[src/design/slr_pkg.sv]
package slr_pkg;

  // Sample and phase formats
  localparam int SAMPLE_W = 16;
  localparam int STEP_W   = 19;
  localparam int FRAC_W   = 16;
  localparam int PROD_W   = 2 * (SAMPLE_W + 1);
  localparam int SUM_W    = PROD_W + 1;

  localparam logic [STEP_W-1:0] ONE_Q16  = STEP_W'(1 << FRAC_W);
  localparam int                HALF_LSB = 1 << (FRAC_W - 1);

  // Output frames per source frame, at most
  localparam int MAX_OUT = 16;
  localparam int CNT_W   = $clog2(MAX_OUT);

  // Command queue between front and back
  localparam int QUEUE_DEPTH = 2;

  // APB register map
  localparam int PADDR_W   = 3;
  localparam int PDATA_W   = 32;
  localparam int REG_IDX_W = PADDR_W - 2;
  localparam logic [REG_IDX_W-1:0] REG_STEP = REG_IDX_W'(0);

  typedef enum logic [0:0] {
    KIND_INTERP = 1'b0,
    KIND_PASS   = 1'b1
  } kind_e;

  typedef struct packed {
    kind_e                       kind;
    logic signed [SAMPLE_W-1:0]  left;
    logic signed [SAMPLE_W-1:0]  right;
  } cmd_t;

endpackage

[src/design/slr_front.sv]
module slr_front
  import slr_pkg::*;
(
  input  logic                 clk_i,
  input  logic                 rst_ni,
  // APB
  input  logic                 psel,
  input  logic                 penable,
  input  logic                 pwrite,
  input  logic [PADDR_W-1:0]   paddr,
  input  logic [PDATA_W-1:0]   pwdata,
  output logic [PDATA_W-1:0]   prdata,
  output logic                 pready,
  // source frames
  input  logic                 in_valid_i,
  output logic                 in_stall_o,
  input  logic signed [SAMPLE_W-1:0] left_in_i,
  input  logic signed [SAMPLE_W-1:0] right_in_i,
  // to queue
  output logic                 push_o,
  input  logic                 push_ready_i,
  output cmd_t                 cmd_o,
  // to back end
  output logic [STEP_W-1:0]    step_o,
  output logic                 clr_o
);

  logic [STEP_W-1:0]    step_q, step_d;
  logic [REG_IDX_W-1:0] reg_idx;
  logic                 wr_step;

  assign reg_idx = paddr[PADDR_W-1:2];
  assign pready  = 1'b1;
  assign wr_step = psel && penable && pwrite && (reg_idx == REG_STEP);

  always_comb begin
    step_d = step_q;
    if (wr_step) begin
      step_d = pwdata[STEP_W-1:0];
    end
  end

  always_ff @(posedge clk_i or negedge rst_ni) begin
    if (!rst_ni) begin
      step_q <= ONE_Q16;
    end else begin
      step_q <= step_d;
    end
  end

  always_comb begin
    prdata = '0;
    if (reg_idx == REG_STEP) begin
      prdata = PDATA_W'(step_q);
    end
  end

  // unity step passes frames straight through
  always_comb begin
    cmd_o.kind  = (step_q == ONE_Q16) ? KIND_PASS : KIND_INTERP;
    cmd_o.left  = left_in_i;
    cmd_o.right = right_in_i;
  end

  assign push_o     = in_valid_i && push_ready_i;
  assign in_stall_o = !push_ready_i;
  assign step_o     = step_q;
  assign clr_o      = wr_step;

endmodule

[src/design/slr_fifo.sv]
module slr_fifo
  import slr_pkg::*;
#(
  parameter int Width = 33,
  parameter int Depth = QUEUE_DEPTH
) (
  input  logic             clk_i,
  input  logic             rst_ni,
  input  logic             push_i,
  output logic             ready_o,
  input  logic [Width-1:0] data_i,
  input  logic             pop_i,
  output logic             valid_o,
  output logic [Width-1:0] data_o
);

  localparam int PtrW = (Depth > 1) ? $clog2(Depth) : 1;
  localparam int CntW = $clog2(Depth + 1);

  logic [Width-1:0] mem_q [Depth];
  logic [PtrW-1:0]  wr_ptr_q, wr_ptr_d, rd_ptr_q, rd_ptr_d;
  logic [CntW-1:0]  cnt_q, cnt_d;
  logic             do_push, do_pop;

  assign ready_o = (cnt_q != CntW'(Depth));
  assign valid_o = (cnt_q != '0);
  assign data_o  = mem_q[rd_ptr_q];
  assign do_push = push_i && ready_o;
  assign do_pop  = pop_i && valid_o;

  always_comb begin
    wr_ptr_d = wr_ptr_q;
    rd_ptr_d = rd_ptr_q;
    cnt_d    = cnt_q;
    if (do_push) begin
      wr_ptr_d = (wr_ptr_q == PtrW'(Depth - 1)) ? '0 : wr_ptr_q + PtrW'(1);
    end
    if (do_pop) begin
      rd_ptr_d = (rd_ptr_q == PtrW'(Depth - 1)) ? '0 : rd_ptr_q + PtrW'(1);
    end
    if (do_push && !do_pop) begin
      cnt_d = cnt_q + CntW'(1);
    end else if (do_pop && !do_push) begin
      cnt_d = cnt_q - CntW'(1);
    end
  end

  always_ff @(posedge clk_i or negedge rst_ni) begin
    if (!rst_ni) begin
      wr_ptr_q <= '0;
      rd_ptr_q <= '0;
      cnt_q    <= '0;
    end else begin
      wr_ptr_q <= wr_ptr_d;
      rd_ptr_q <= rd_ptr_d;
      cnt_q    <= cnt_d;
    end
  end

  always_ff @(posedge clk_i) begin
    if (do_push) begin
      mem_q[wr_ptr_q] <= data_i;
    end
  end

endmodule

[src/design/slr_back.sv]
module slr_back
  import slr_pkg::*;
(
  input  logic                       clk_i,
  input  logic                       rst_ni,
  input  logic [STEP_W-1:0]          step_i,
  input  logic                       clr_i,
  input  logic                       cmd_valid_i,
  input  cmd_t                       cmd_i,
  output logic                       pop_o,
  output logic                       out_valid_o,
  input  logic                       out_stall_i,
  output logic signed [SAMPLE_W-1:0] left_out_o,
  output logic signed [SAMPLE_W-1:0] right_out_o,
  output logic                       last_o
);

  typedef enum logic [1:0] {
    ST_IDLE = 2'b01,
    ST_RUN  = 2'b10
  } state_e;

  state_e state_q, state_d;

  // resampler state
  logic [STEP_W-1:0]          phase_q, phase_d;
  logic signed [SAMPLE_W-1:0] prev_l_q, prev_l_d, prev_r_q, prev_r_d;
  logic                       prev_vld_q, prev_vld_d;
  // item in progress
  logic signed [SAMPLE_W-1:0] cur_l_q, cur_l_d, cur_r_q, cur_r_d;
  logic [STEP_W-1:0]          ph_q, ph_d;
  logic [CNT_W-1:0]           cnt_q, cnt_d;

  // product stage
  logic                       p_vld_q;
  logic signed [PROD_W-1:0]   p_prod_l_q, p_prod_r_q;
  logic signed [SAMPLE_W-1:0] p_a_l_q, p_a_r_q;
  logic                       p_last_q;
  // output stage
  logic                       o_vld_q;
  logic signed [SAMPLE_W-1:0] o_l_q, o_r_q;
  logic                       o_last_q;

  // issue operands
  logic                       issue, iss_last;
  logic signed [SAMPLE_W-1:0] a_l, a_r, b_l, b_r;
  logic [FRAC_W-1:0]          frac;
  logic signed [SAMPLE_W:0]   d_l, d_r, frac_s;
  logic signed [PROD_W-1:0]   prod_l, prod_r;
  logic signed [SUM_W-1:0]    sum_l, sum_r;

  logic [STEP_W:0]            ph_next;
  logic                       ph_ge_one, next_ge_one;
  logic                       o_ld, p_free;

  assign o_ld   = p_vld_q && (!o_vld_q || !out_stall_i);
  assign p_free = !p_vld_q || o_ld;

  assign ph_next     = {1'b0, ph_q} + {1'b0, step_i};
  assign ph_ge_one   = (ph_q >= ONE_Q16);
  assign next_ge_one = (ph_next >= {1'b0, ONE_Q16});

  always_comb begin
    state_d    = state_q;
    phase_d    = phase_q;
    prev_l_d   = prev_l_q;
    prev_r_d   = prev_r_q;
    prev_vld_d = prev_vld_q;
    cur_l_d    = cur_l_q;
    cur_r_d    = cur_r_q;
    ph_d       = ph_q;
    cnt_d      = cnt_q;
    pop_o      = 1'b0;
    issue      = 1'b0;
    iss_last   = 1'b0;
    a_l        = prev_l_q;
    a_r        = prev_r_q;
    b_l        = cur_l_q;
    b_r        = cur_r_q;
    frac       = ph_q[FRAC_W-1:0];

    case (state_q)
      ST_IDLE: begin
        if (cmd_valid_i) begin
          if (cmd_i.kind == KIND_PASS) begin
            if (p_free) begin
              pop_o      = 1'b1;
              issue      = 1'b1;
              iss_last   = 1'b1;
              a_l        = cmd_i.left;
              a_r        = cmd_i.right;
              b_l        = cmd_i.left;
              b_r        = cmd_i.right;
              frac       = '0;
              prev_l_d   = cmd_i.left;
              prev_r_d   = cmd_i.right;
              prev_vld_d = 1'b1;
            end
          end else if (!prev_vld_q) begin
            // first frame only primes the history
            pop_o      = 1'b1;
            prev_l_d   = cmd_i.left;
            prev_r_d   = cmd_i.right;
            prev_vld_d = 1'b1;
          end else begin
            pop_o   = 1'b1;
            cur_l_d = cmd_i.left;
            cur_r_d = cmd_i.right;
            ph_d    = phase_q;
            cnt_d   = '0;
            state_d = ST_RUN;
          end
        end
      end
      ST_RUN: begin
        if (ph_ge_one) begin
          // decimation: frame skipped
          phase_d  = ph_q - ONE_Q16;
          prev_l_d = cur_l_q;
          prev_r_d = cur_r_q;
          state_d  = ST_IDLE;
        end else if (p_free) begin
          issue    = 1'b1;
          iss_last = next_ge_one || (cnt_q == CNT_W'(MAX_OUT - 1));
          if (iss_last) begin
            phase_d  = next_ge_one ? STEP_W'(ph_next - {1'b0, ONE_Q16})
                                   : ph_next[STEP_W-1:0];
            prev_l_d = cur_l_q;
            prev_r_d = cur_r_q;
            state_d  = ST_IDLE;
          end else begin
            ph_d  = ph_next[STEP_W-1:0];
            cnt_d = cnt_q + CNT_W'(1);
          end
        end
      end
      default: begin
        state_d = ST_IDLE;
      end
    endcase

    if (clr_i) begin
      phase_d    = '0;
      prev_vld_d = 1'b0;
    end
  end

  always_ff @(posedge clk_i or negedge rst_ni) begin
    if (!rst_ni) begin
      state_q    <= ST_IDLE;
      phase_q    <= '0;
      prev_l_q   <= '0;
      prev_r_q   <= '0;
      prev_vld_q <= 1'b0;
      p_vld_q    <= 1'b0;
      o_vld_q    <= 1'b0;
    end else begin
      state_q    <= state_d;
      phase_q    <= phase_d;
      prev_l_q   <= prev_l_d;
      prev_r_q   <= prev_r_d;
      prev_vld_q <= prev_vld_d;
      if (issue) begin
        p_vld_q <= 1'b1;
      end else if (o_ld) begin
        p_vld_q <= 1'b0;
      end
      if (o_ld) begin
        o_vld_q <= 1'b1;
      end else if (!out_stall_i) begin
        o_vld_q <= 1'b0;
      end
    end
  end

  always_ff @(posedge clk_i) begin
    cur_l_q <= cur_l_d;
    cur_r_q <= cur_r_d;
    ph_q    <= ph_d;
    cnt_q   <= cnt_d;
  end

  // stage 1: (b - a) * frac
  assign d_l    = {b_l[SAMPLE_W-1], b_l} - {a_l[SAMPLE_W-1], a_l};
  assign d_r    = {b_r[SAMPLE_W-1], b_r} - {a_r[SAMPLE_W-1], a_r};
  assign frac_s = $signed({1'b0, frac});
  assign prod_l = d_l * frac_s;
  assign prod_r = d_r * frac_s;

  always_ff @(posedge clk_i) begin
    if (issue) begin
      p_prod_l_q <= prod_l;
      p_prod_r_q <= prod_r;
      p_a_l_q    <= a_l;
      p_a_r_q    <= a_r;
      p_last_q   <= iss_last;
    end
  end

  // stage 2: a<<16 + product + half LSB, keep bits 31:16
  assign sum_l = SUM_W'($signed({p_a_l_q, {FRAC_W{1'b0}}})) + SUM_W'(p_prod_l_q)
               + SUM_W'(HALF_LSB);
  assign sum_r = SUM_W'($signed({p_a_r_q, {FRAC_W{1'b0}}})) + SUM_W'(p_prod_r_q)
               + SUM_W'(HALF_LSB);

  always_ff @(posedge clk_i) begin
    if (o_ld) begin
      o_l_q    <= sum_l[FRAC_W+SAMPLE_W-1:FRAC_W];
      o_r_q    <= sum_r[FRAC_W+SAMPLE_W-1:FRAC_W];
      o_last_q <= p_last_q;
    end
  end

  assign out_valid_o = o_vld_q;
  assign left_out_o  = o_l_q;
  assign right_out_o = o_r_q;
  assign last_o      = o_last_q;

endmodule

[src/design/stereo_linear_resampler.sv]
// Channel    | Dir | Handshake              | Beat payload
// -----------+-----+------------------------+--------------------------------------
// source     | in  | in_valid_i / in_stall_o | left_in_i, right_in_i (s16 each)
// resampled  | out | out_valid_o / out_stall_i | left_out_o, right_out_o (s16), last_o
// config     | in  | APB, pready always high | step_ratio at byte 0 (u3.16, 19 bits)
//
// A source beat enters the command queue at the edge that accepts it and can
// be popped at the next edge. For an interpolating frame the back end spends
// the pop cycle loading it, then, while the output does not stall, issues
// one output per cycle through a multiply stage and an output register, up
// to 16 per frame, back to back. A priming frame only fills the history; a
// skipped (decimated) frame is loaded, then dropped. A unity-step frame is
// popped and issued in the same cycle once the multiply stage is free.
// Reset sets step to 1.0 and clears phase, history and the queue.
// Either side may stall freely; the queue keeps accepting while the back end
// is busy or the output is held, and the input stalls once the queue is full.
module stereo_linear_resampler
  import slr_pkg::*;
#(
  parameter int QueueDepth = QUEUE_DEPTH
) (
  input  logic                       clk_i,
  input  logic                       rst_ni,
  // APB config
  input  logic                       psel,
  input  logic                       penable,
  input  logic                       pwrite,
  input  logic [PADDR_W-1:0]         paddr,
  input  logic [PDATA_W-1:0]         pwdata,
  output logic [PDATA_W-1:0]         prdata,
  output logic                       pready,
  // source frames
  input  logic                       in_valid_i,
  output logic                       in_stall_o,
  input  logic signed [SAMPLE_W-1:0] left_in_i,
  input  logic signed [SAMPLE_W-1:0] right_in_i,
  // resampled frames
  output logic                       out_valid_o,
  input  logic                       out_stall_i,
  output logic signed [SAMPLE_W-1:0] left_out_o,
  output logic signed [SAMPLE_W-1:0] right_out_o,
  output logic                       last_o
);

  logic              push, push_ready, pop, q_valid, clr;
  cmd_t              cmd_in, cmd_out;
  logic [STEP_W-1:0] step;

  // front: register file, classify frame, push into queue
  slr_front u_front (
    .clk_i        (clk_i),
    .rst_ni       (rst_ni),
    .psel         (psel),
    .penable      (penable),
    .pwrite       (pwrite),
    .paddr        (paddr),
    .pwdata       (pwdata),
    .prdata       (prdata),
    .pready       (pready),
    .in_valid_i   (in_valid_i),
    .in_stall_o   (in_stall_o),
    .left_in_i    (left_in_i),
    .right_in_i   (right_in_i),
    .push_o       (push),
    .push_ready_i (push_ready),
    .cmd_o        (cmd_in),
    .step_o       (step),
    .clr_o        (clr)
  );

  // short command queue decoupling the two halves
  slr_fifo #(
    .Width ($bits(cmd_t)),
    .Depth (QueueDepth)
  ) u_queue (
    .clk_i   (clk_i),
    .rst_ni  (rst_ni),
    .push_i  (push),
    .ready_o (push_ready),
    .data_i  (cmd_in),
    .pop_i   (pop),
    .valid_o (q_valid),
    .data_o  (cmd_out)
  );

  // back: phase walk, interpolation pipeline, output register
  slr_back u_back (
    .clk_i       (clk_i),
    .rst_ni      (rst_ni),
    .step_i      (step),
    .clr_i       (clr),
    .cmd_valid_i (q_valid),
    .cmd_i       (cmd_out),
    .pop_o       (pop),
    .out_valid_o (out_valid_o),
    .out_stall_i (out_stall_i),
    .left_out_o  (left_out_o),
    .right_out_o (right_out_o),
    .last_o      (last_o)
  );

endmodule

[config.mk]
export PLATFORM = sky130hd
export DESIGN_NAME = stereo_linear_resampler
export DESIGN_NICKNAME = d
export VERILOG_FILES = /design/src/design/slr_pkg.sv /design/src/design/slr_front.sv /design/src/design/slr_fifo.sv /design/src/design/slr_back.sv /design/src/design/stereo_linear_resampler.sv
export SDC_FILE = /design/constraint.sdc
export NUM_CORES = 2
export LEC_CHECK = 0
export BUFFER_PORTS_ARGS = -buffer_cell sky130_fd_sc_hd__buf_2
export CELL_PAD_IN_SITES_DETAIL_PLACEMENT = 1
export CELL_PAD_IN_SITES_GLOBAL_PLACEMENT = 1
export CORE_MARGIN = 2
export CORE_UTILIZATION = 55
export CTS_CLUSTER_SIZE = 12
export DETAILED_ROUTE_END_ITERATION = 12
export PLACE_DENSITY_LB_ADDON = 0.15
export SETUP_SLACK_MARGIN = 0.02
export SYNTH_ARGS = -nofsm -noshare
export SYNTH_HDL_FRONTEND = slang
export SYNTH_SLANG_ARGS = --single-unit
export TNS_END_PERCENT = 5
[constraint.sdc]
create_clock -name clk_i -period 16.54 [get_ports clk_i]
set_input_delay 4.962 -clock clk_i [delete_from_list [all_inputs] [get_ports clk_i]]
set_output_delay 4.962 -clock clk_i [all_outputs]
set_load 0.01 [all_outputs]
Yosys cells after proc, flatten, opt, wreduce, memory -nomap -nowiden
Memory sizes are Yosys's and may differ from the RTL's.
Cells that the tools add are included.
{"block": "totals", "ff_bits": 264, "latchBits": 0, "ram_bits": 66, "romBits": 0, "in_bits": 74, "out_inout_bits": 68, "word_cells": 182, "memories": 1}
{"memory": "u_queue.mem_q", "depth": 2, "word_bits": 33, "read_ports": 1, "rd_clocked_by_memory_dff": 0, "write_ports": 1, "line_no": "slr_fifo.sv:20", "source": "logic [Width-1:0] mem_q [Depth];"}
{"block": "classes", "addsub": 14, "multipliers": 2, "div_mod_pow": 0, "n_lt_le_gt_ge": 2, "n_eq_ne": 16, "shift": 0, "mux": 89, "bitwise_logic": 2, "reduce_logical": 33}
{"op": "$mux W16", "n": 32}
{"op": "$mux W19", "n": 13}
{"op": "$add A32 B17 Y32 const B", "n": 2}
{"op": "$add A32 B32 Y32", "n": 2}
{"op": "$mul A17 B17 Y32", "n": 2}
{"op": "$pmux W16 S2", "n": 2}
{"op": "$pmux W19 S2", "n": 1}
{"op": "$sub A19 B17 Y19 const B", "n": 2}
{"op": "$sub A16 B16 Y17", "n": 2}
{"op": "$mux W4", "n": 6}
{"op": "$mux W1", "n": 23}
{"op": "$add A19 B19 Y20", "n": 1}
{"op": "$ge A20 B17 Y1 const B", "n": 1}
{"op": "$eq A19 B17 Y1 const B", "n": 1}
{"op": "$ge A19 B17 Y1 const B", "n": 1}
{"op": "$mux W2", "n": 8}
{"op": "$reduce_bool A2 Y1", "n": 7}
{"op": "$ne A2 B2 Y1 const B", "n": 5}
{"op": "$reduce_and A5 Y1", "n": 2}
{"op": "$logic_and A1 B1 Y1", "n": 9}
{"op": "$pmux W4 S2", "n": 1}
{"op": "$reduce_and A7 Y1", "n": 1}
{"op": "$logic_not A1 Y1", "n": 6}
{"op": "$ne A2 B1 Y1 const B", "n": 3}
{"op": "17 further kinds", "n": 25}

Longest topological paths before layout
{"block": "logic_depth", "ltp_word": 12, "depth_mapped": 44, "depth_no_buf": 42}

Modules after synthesis
Synthesis repeated with hierarchy kept, for this count alone.
{"block": "unflattened", "hier_cells": 3747, "area_unflattened_um2": 36107.1}
{"module": "slr_back", "instances": 1, "cells_each": 3507, "area_per_inst_um2": 32088.3}
{"module": "slr_fifo", "instances": 1, "cells_each": 121, "area_per_inst_um2": 2727.6}
{"module": "slr_front", "instances": 1, "cells_each": 119, "area_per_inst_um2": 1291.2}

Least setup slack after synthesis
Ideal clock, no wire load.
{"block": "synth_timing", "path_kind": "input -> register", "startpoint": "in out_stall_i", "endpoint": "reg u_back.p_prod_r_q[30], data pin", "setup_ps": 266, "t_arrival_ps": 13969, "required_time_ps": 16274, "path_slack_ps": 2305, "path_stages": 39, "path_buffers": 2, "path_cell_list": "and3_1 -> nor2_1 -> clkbuf_1 -> clkbuf_1 -> nand2_1 -> o21ai_0 -> ha_1 -> fa_1 -> nor2b_1 -> o21ai_0 -> a21boi_1 -> o21ai_0 -> a21oi_1 -> a41o_1 -> or2_2 -> a21o_1 -> xnor2_1 -> nor2_1 -> [3 not listed] -> fa_1 -> inv_1 -> fa_1 -> fa_1 -> inv_1 -> fa_1 -> inv_1 -> ha_1 -> a211oi_1 -> nand2_1 -> or3_1 -> o211ai_1 -> a211oi_1 -> o32a_1 -> a31oi_1 -> nand2b_1 -> a21boi_0 -> xor2_1"}
{"block": "synth_between", "elab_chain_cells": 10}
{"element": "from (decl)", "line_no": "stereo_linear_resampler.sv:39", "source": "input logic out_stall_i,"}
{"element": "$logic_not A1 Y1 *", "line_no": "slr_back.sv:56", "source": "assign o_ld = p_vld_q && (!o_vld_q || !out_stall_i);"}
{"element": "$logic_or A1 B1 Y1 *", "line_no": "slr_back.sv:56"}
{"element": "$logic_and A1 B1 Y1 *", "line_no": "slr_back.sv:56"}
{"element": "$logic_or A1 B1 Y1 *", "line_no": "slr_back.sv:57", "source": "assign p_free = !p_vld_q || o_ld;"}
{"element": "$mux W16", "line_no": "slr_back.sv:86", "source": "if (p_free) begin"}
{"element": "$mux W16", "line_no": "slr_back.sv:85", "source": "if (cmd_i.kind == KIND_PASS) begin"}
{"element": "$mux W16", "line_no": "slr_back.sv:84", "source": "if (cmd_valid_i) begin"}
{"element": "$mux W16", "line_no": "slr_back.sv:82", "source": "case (state_q)"}
{"element": "$sub A16 B16 Y17", "line_no": "slr_back.sv:185", "source": "assign d_r = {b_r[SAMPLE_W-1], b_r} - {a_r[SAMPLE_W-1], a_r};"}
{"element": "$mul A17 B17 Y32 *", "line_no": "slr_back.sv:188", "source": "assign prod_r = d_r * frac_s;"}
{"element": "net u_back.prod_r[30]", "line_no": "slr_back.sv:49", "source": "logic signed [PROD_W-1:0] prod_l, prod_r;"}
{"element": "to (signal assigned)", "line_no": "slr_back.sv:193", "source": "p_prod_r_q <= prod_r;"}
{"element": "to (decl)", "line_no": "slr_back.sv:36", "source": "logic signed [PROD_W-1:0] p_prod_l_q, p_prod_r_q;"}
The timed path passes the listed nets; every way through them passes the cells marked *.
A chain may end at the register's enable or synchronous reset.

Final worst setup path
Same ends and word-level chain as after synthesis.

==> impl_metrics.json <==
{
  "status": "finished, final reports clean",
  "hold_path_depth": 1,
  "final-max-slew-violation-count": 0,
  "via_count": 27900,
  "cts_hold_buf": 0,
  "grt.total_usage_pct": 33.2,
  "start_util_pct": 55.5,
  "reg2reg_from": "u_back.state_q[0]",
  "grt.met2_usage_pct": 57.6,
  "nNetsFinal": 4748,
  "yosys_warnings": 0,
  "synthToLayoutAreaGrowth_pct": 7.59,
  "diodes": 0,
  "grt_max_degree": 86,
  "synth_area_um2": 36400,
  "clk-insertion-delay-late_ns": 0.59,
  "tightest_slew_ns": 1.38,
  "hold_path.class": "flop to flop",
  "first_iter_violations": 1803,
  "max_freq_ghz": 0.0651,
  "cts.clk_slew.worst_paths_ns": 0.06,
  "place_inst": 4722,
  "route.detailed.drc": 0,
  "r2r-end": "u_back.p_prod_r_q[30]",
  "synth_area_leader_cell": "fa_1",
  "cts-resized-gates": 0,
  "chipWidth_um": 261,
  "reg2reg_depth": 39,
  "whs_ns": 0.487,
  "grt_setup_unrepaired": "false",
  "synth_edf_count": 221,
  "use_met3_pct": 4.99,
  "slowest_delay_ns": 0.61,
  "grt_pass1_vias": 31200,
  "cts_tree": "yes",
  "yosysTopAreaCellShare_pct": 28.6,
  "min_from": "u_back.prev_r_q[12]",
  "clock_path_buffers": 3,
  "worst_setup_path_end_kind": "flop",
  "cp_max_fo": 25,
  "drive_gt1_share_pct": 8.33,
  "synthFlopType": "edfxtp_1",
  "die_h_um": 261,
  "tns_ns": 0,
  "slew_headroom_pct": 7.49,
  "nFillCells": 7415,
  "core-area_um2": 65600,
  "critPathLaunchType": "input pin",
  "yosys.cell_count.top_type": "inv_1",
  "htreeDepth": 2,
  "cts_setup_buffers": 0,
  "yosys-top-cells-count": "inv_1 (793), fa_1 (521), nand2_1 (359)",
  "ios": 142,
  "holdPathEnd": "u_back.prev_r_q[12]",
  "yosysUniqueCellTypes": 84,
  "routedWlPerCell_um": 23.0,
  "gp_congestion": 0.924,
  "firstDrtPassIters": 5,
  "clock-sinks": 300,
  "gr-total-overflow": 0,
  "ys_seq_area_share_pct": 23.7,
  "rows": 94,
  "cts_buffers": 37,
  "synth_cells": 3834,
  "skew_ns": 0.0412,
  "path_class": "input pin to flop",
  "async_flop_share_pct": 26.3,
  "hold_viol_final": 0,
  "finalCriticalPeriod_ns": 15.35,
  "finalSetupViolations": 0,
  "io_buffers": 112,
  "fin_cells": 4789,
  "crit_slowest_cell": "xnor2_1",
  "period_share_pct": 92.8,
  "via_per_inst": 5.83,
  "drt_wl_total_mm": 110,
  "cp_common_cell": "fa_1",
  "antenna_found_initial": 1,
  "top_usage_layer": "met2",
  "synth_area_leaders": "fa_1 (29%), edfxtp_1 (18%), ha_1 (8.8%)",
  "syn_avg_cell_area_um2": 9.50,
  "cp.arrival_ns": 15.66,
  "crit_required_ns": 16.85,
  "r2r_slack_ns": 4.49,
  "root_buffer": "clkbuf_16",
  "use_met1_pct": 41.4,
  "grt_pass1_wl_mm": 173,
  "postRouteAntennaNets": 0,
  "die_area_um2": 68300,
  "drv_cap": 0,
  "synth_seq_cells": 300,
  "dp_hpwl_mm": 84.3
}
-- final cells by class --
class                   count  area (um2)  share of cell area, %
clock buffers              49        1000                   2.56
multi-input cells        2579       24200                   61.7
inverters                 793        2980                   7.60
flip-flops and latches    300        8620                   22.0
repair buffers            186        1120                   2.85
well taps                 864        1080                   2.76
clock inverters            18         205                  0.524
-- registers in the layout, indices dropped and copies added (netlist names), 4 cells and up --
name / count
u_back.p_a_r_q: 16
u_back.p_prod_l_q: 17
u_front.step_o: 19
u_back.left_out_o: 16
u_back.prev_l_q: 16
u_back.prev_r_q: 16
u_queue.mem_q: 66
u_back.cnt_q: 4
u_back.phase_q: 19
u_back.cur_r_q: 16
u_back.p_prod_r_q: 17
u_back.p_a_l_q: 16
u_back.right_out_o: 16
u_back.cur_l_q: 16
u_back.ph_q: 19
-- cells in the final DEF, fill, tap and decap left out, drive strengths merged, types with 55 or more instances in the layout --
cell type  count
a21oi         93
buf          186
dfrtp         77
edfxtp       221
fa           521
ha           256
inv          795
nand2        359
nand3         55
nor2         321
nor3          99
o21ai        105
xnor2        111
-- worst max-delay path, delay by kind of cell --
family	cells	cell delay, ns
simple gates	9	2.13
xor+xnor	2	0.77
compound gates	13	3.58
buf+inv	5	0.36
fa+ha+maj	9	3.86
-- through the flow --
stage,util (%),cell area [um2],setup slack [ns]
after floorplan,-,36500,2.31
after global placement,57.9,38000,0.992
after detailed placement,57.9,38000,0.770
after CTS,59.7,39200,1.34
after global routing,59.7,39200,0.645
final,59.7,39200,1.19
-- layer usage --
layer,part of all wire [%],up-vias
li1,-,12400
met1,39,14400
met2,50,826
met3,6.0,288
met4,4.8,2
met5,0.012,-
-- worst max path at each step --
stage	start	end	slack, ns	cells after the start
4_1_cts	out_stall_i	u_back.p_prod_r_q[30]	1.34	38
3_5_place_dp	out_stall_i	u_back.p_prod_r_q[30]	0.77	38
3_3_place_gp	out_stall_i	u_back.p_prod_r_q[30]	0.99	36
6_report	out_stall_i	u_back.p_prod_r_q[30]	1.19	38
5_1_grt	out_stall_i	u_back.p_prod_r_q[30]	0.65	37
2_1_floorplan	out_stall_i	u_back.p_prod_r_q[30]	2.31	39
-- cell families (layout without fill, tap and decap cells) --
| kind of cell | count (synthesis) | after routing | share of synthesized area, % |
|---|---|---|---|
| AOI/OAI and AO/OA | 507 | 507 | 9.65 |
| xor gates and xnor gates | 160 | 160 | 3.85 |
| adders and majority gates | 777 | 777 | 37.4 |
| buffers and inverters | 967 | 1046 | 10.3 |
| DFF | 300 | 300 | 23.7 |
| muxes | 77 | 77 | 2.24 |
| other | 2 | 14 | 0.0206 |
| and+or+nand+nor | 1044 | 1044 | 12.9 |
Power is left out: the tool's default activity adds up to more than one toggle a clock period on the data nets, which glitch-free logic cannot reach.
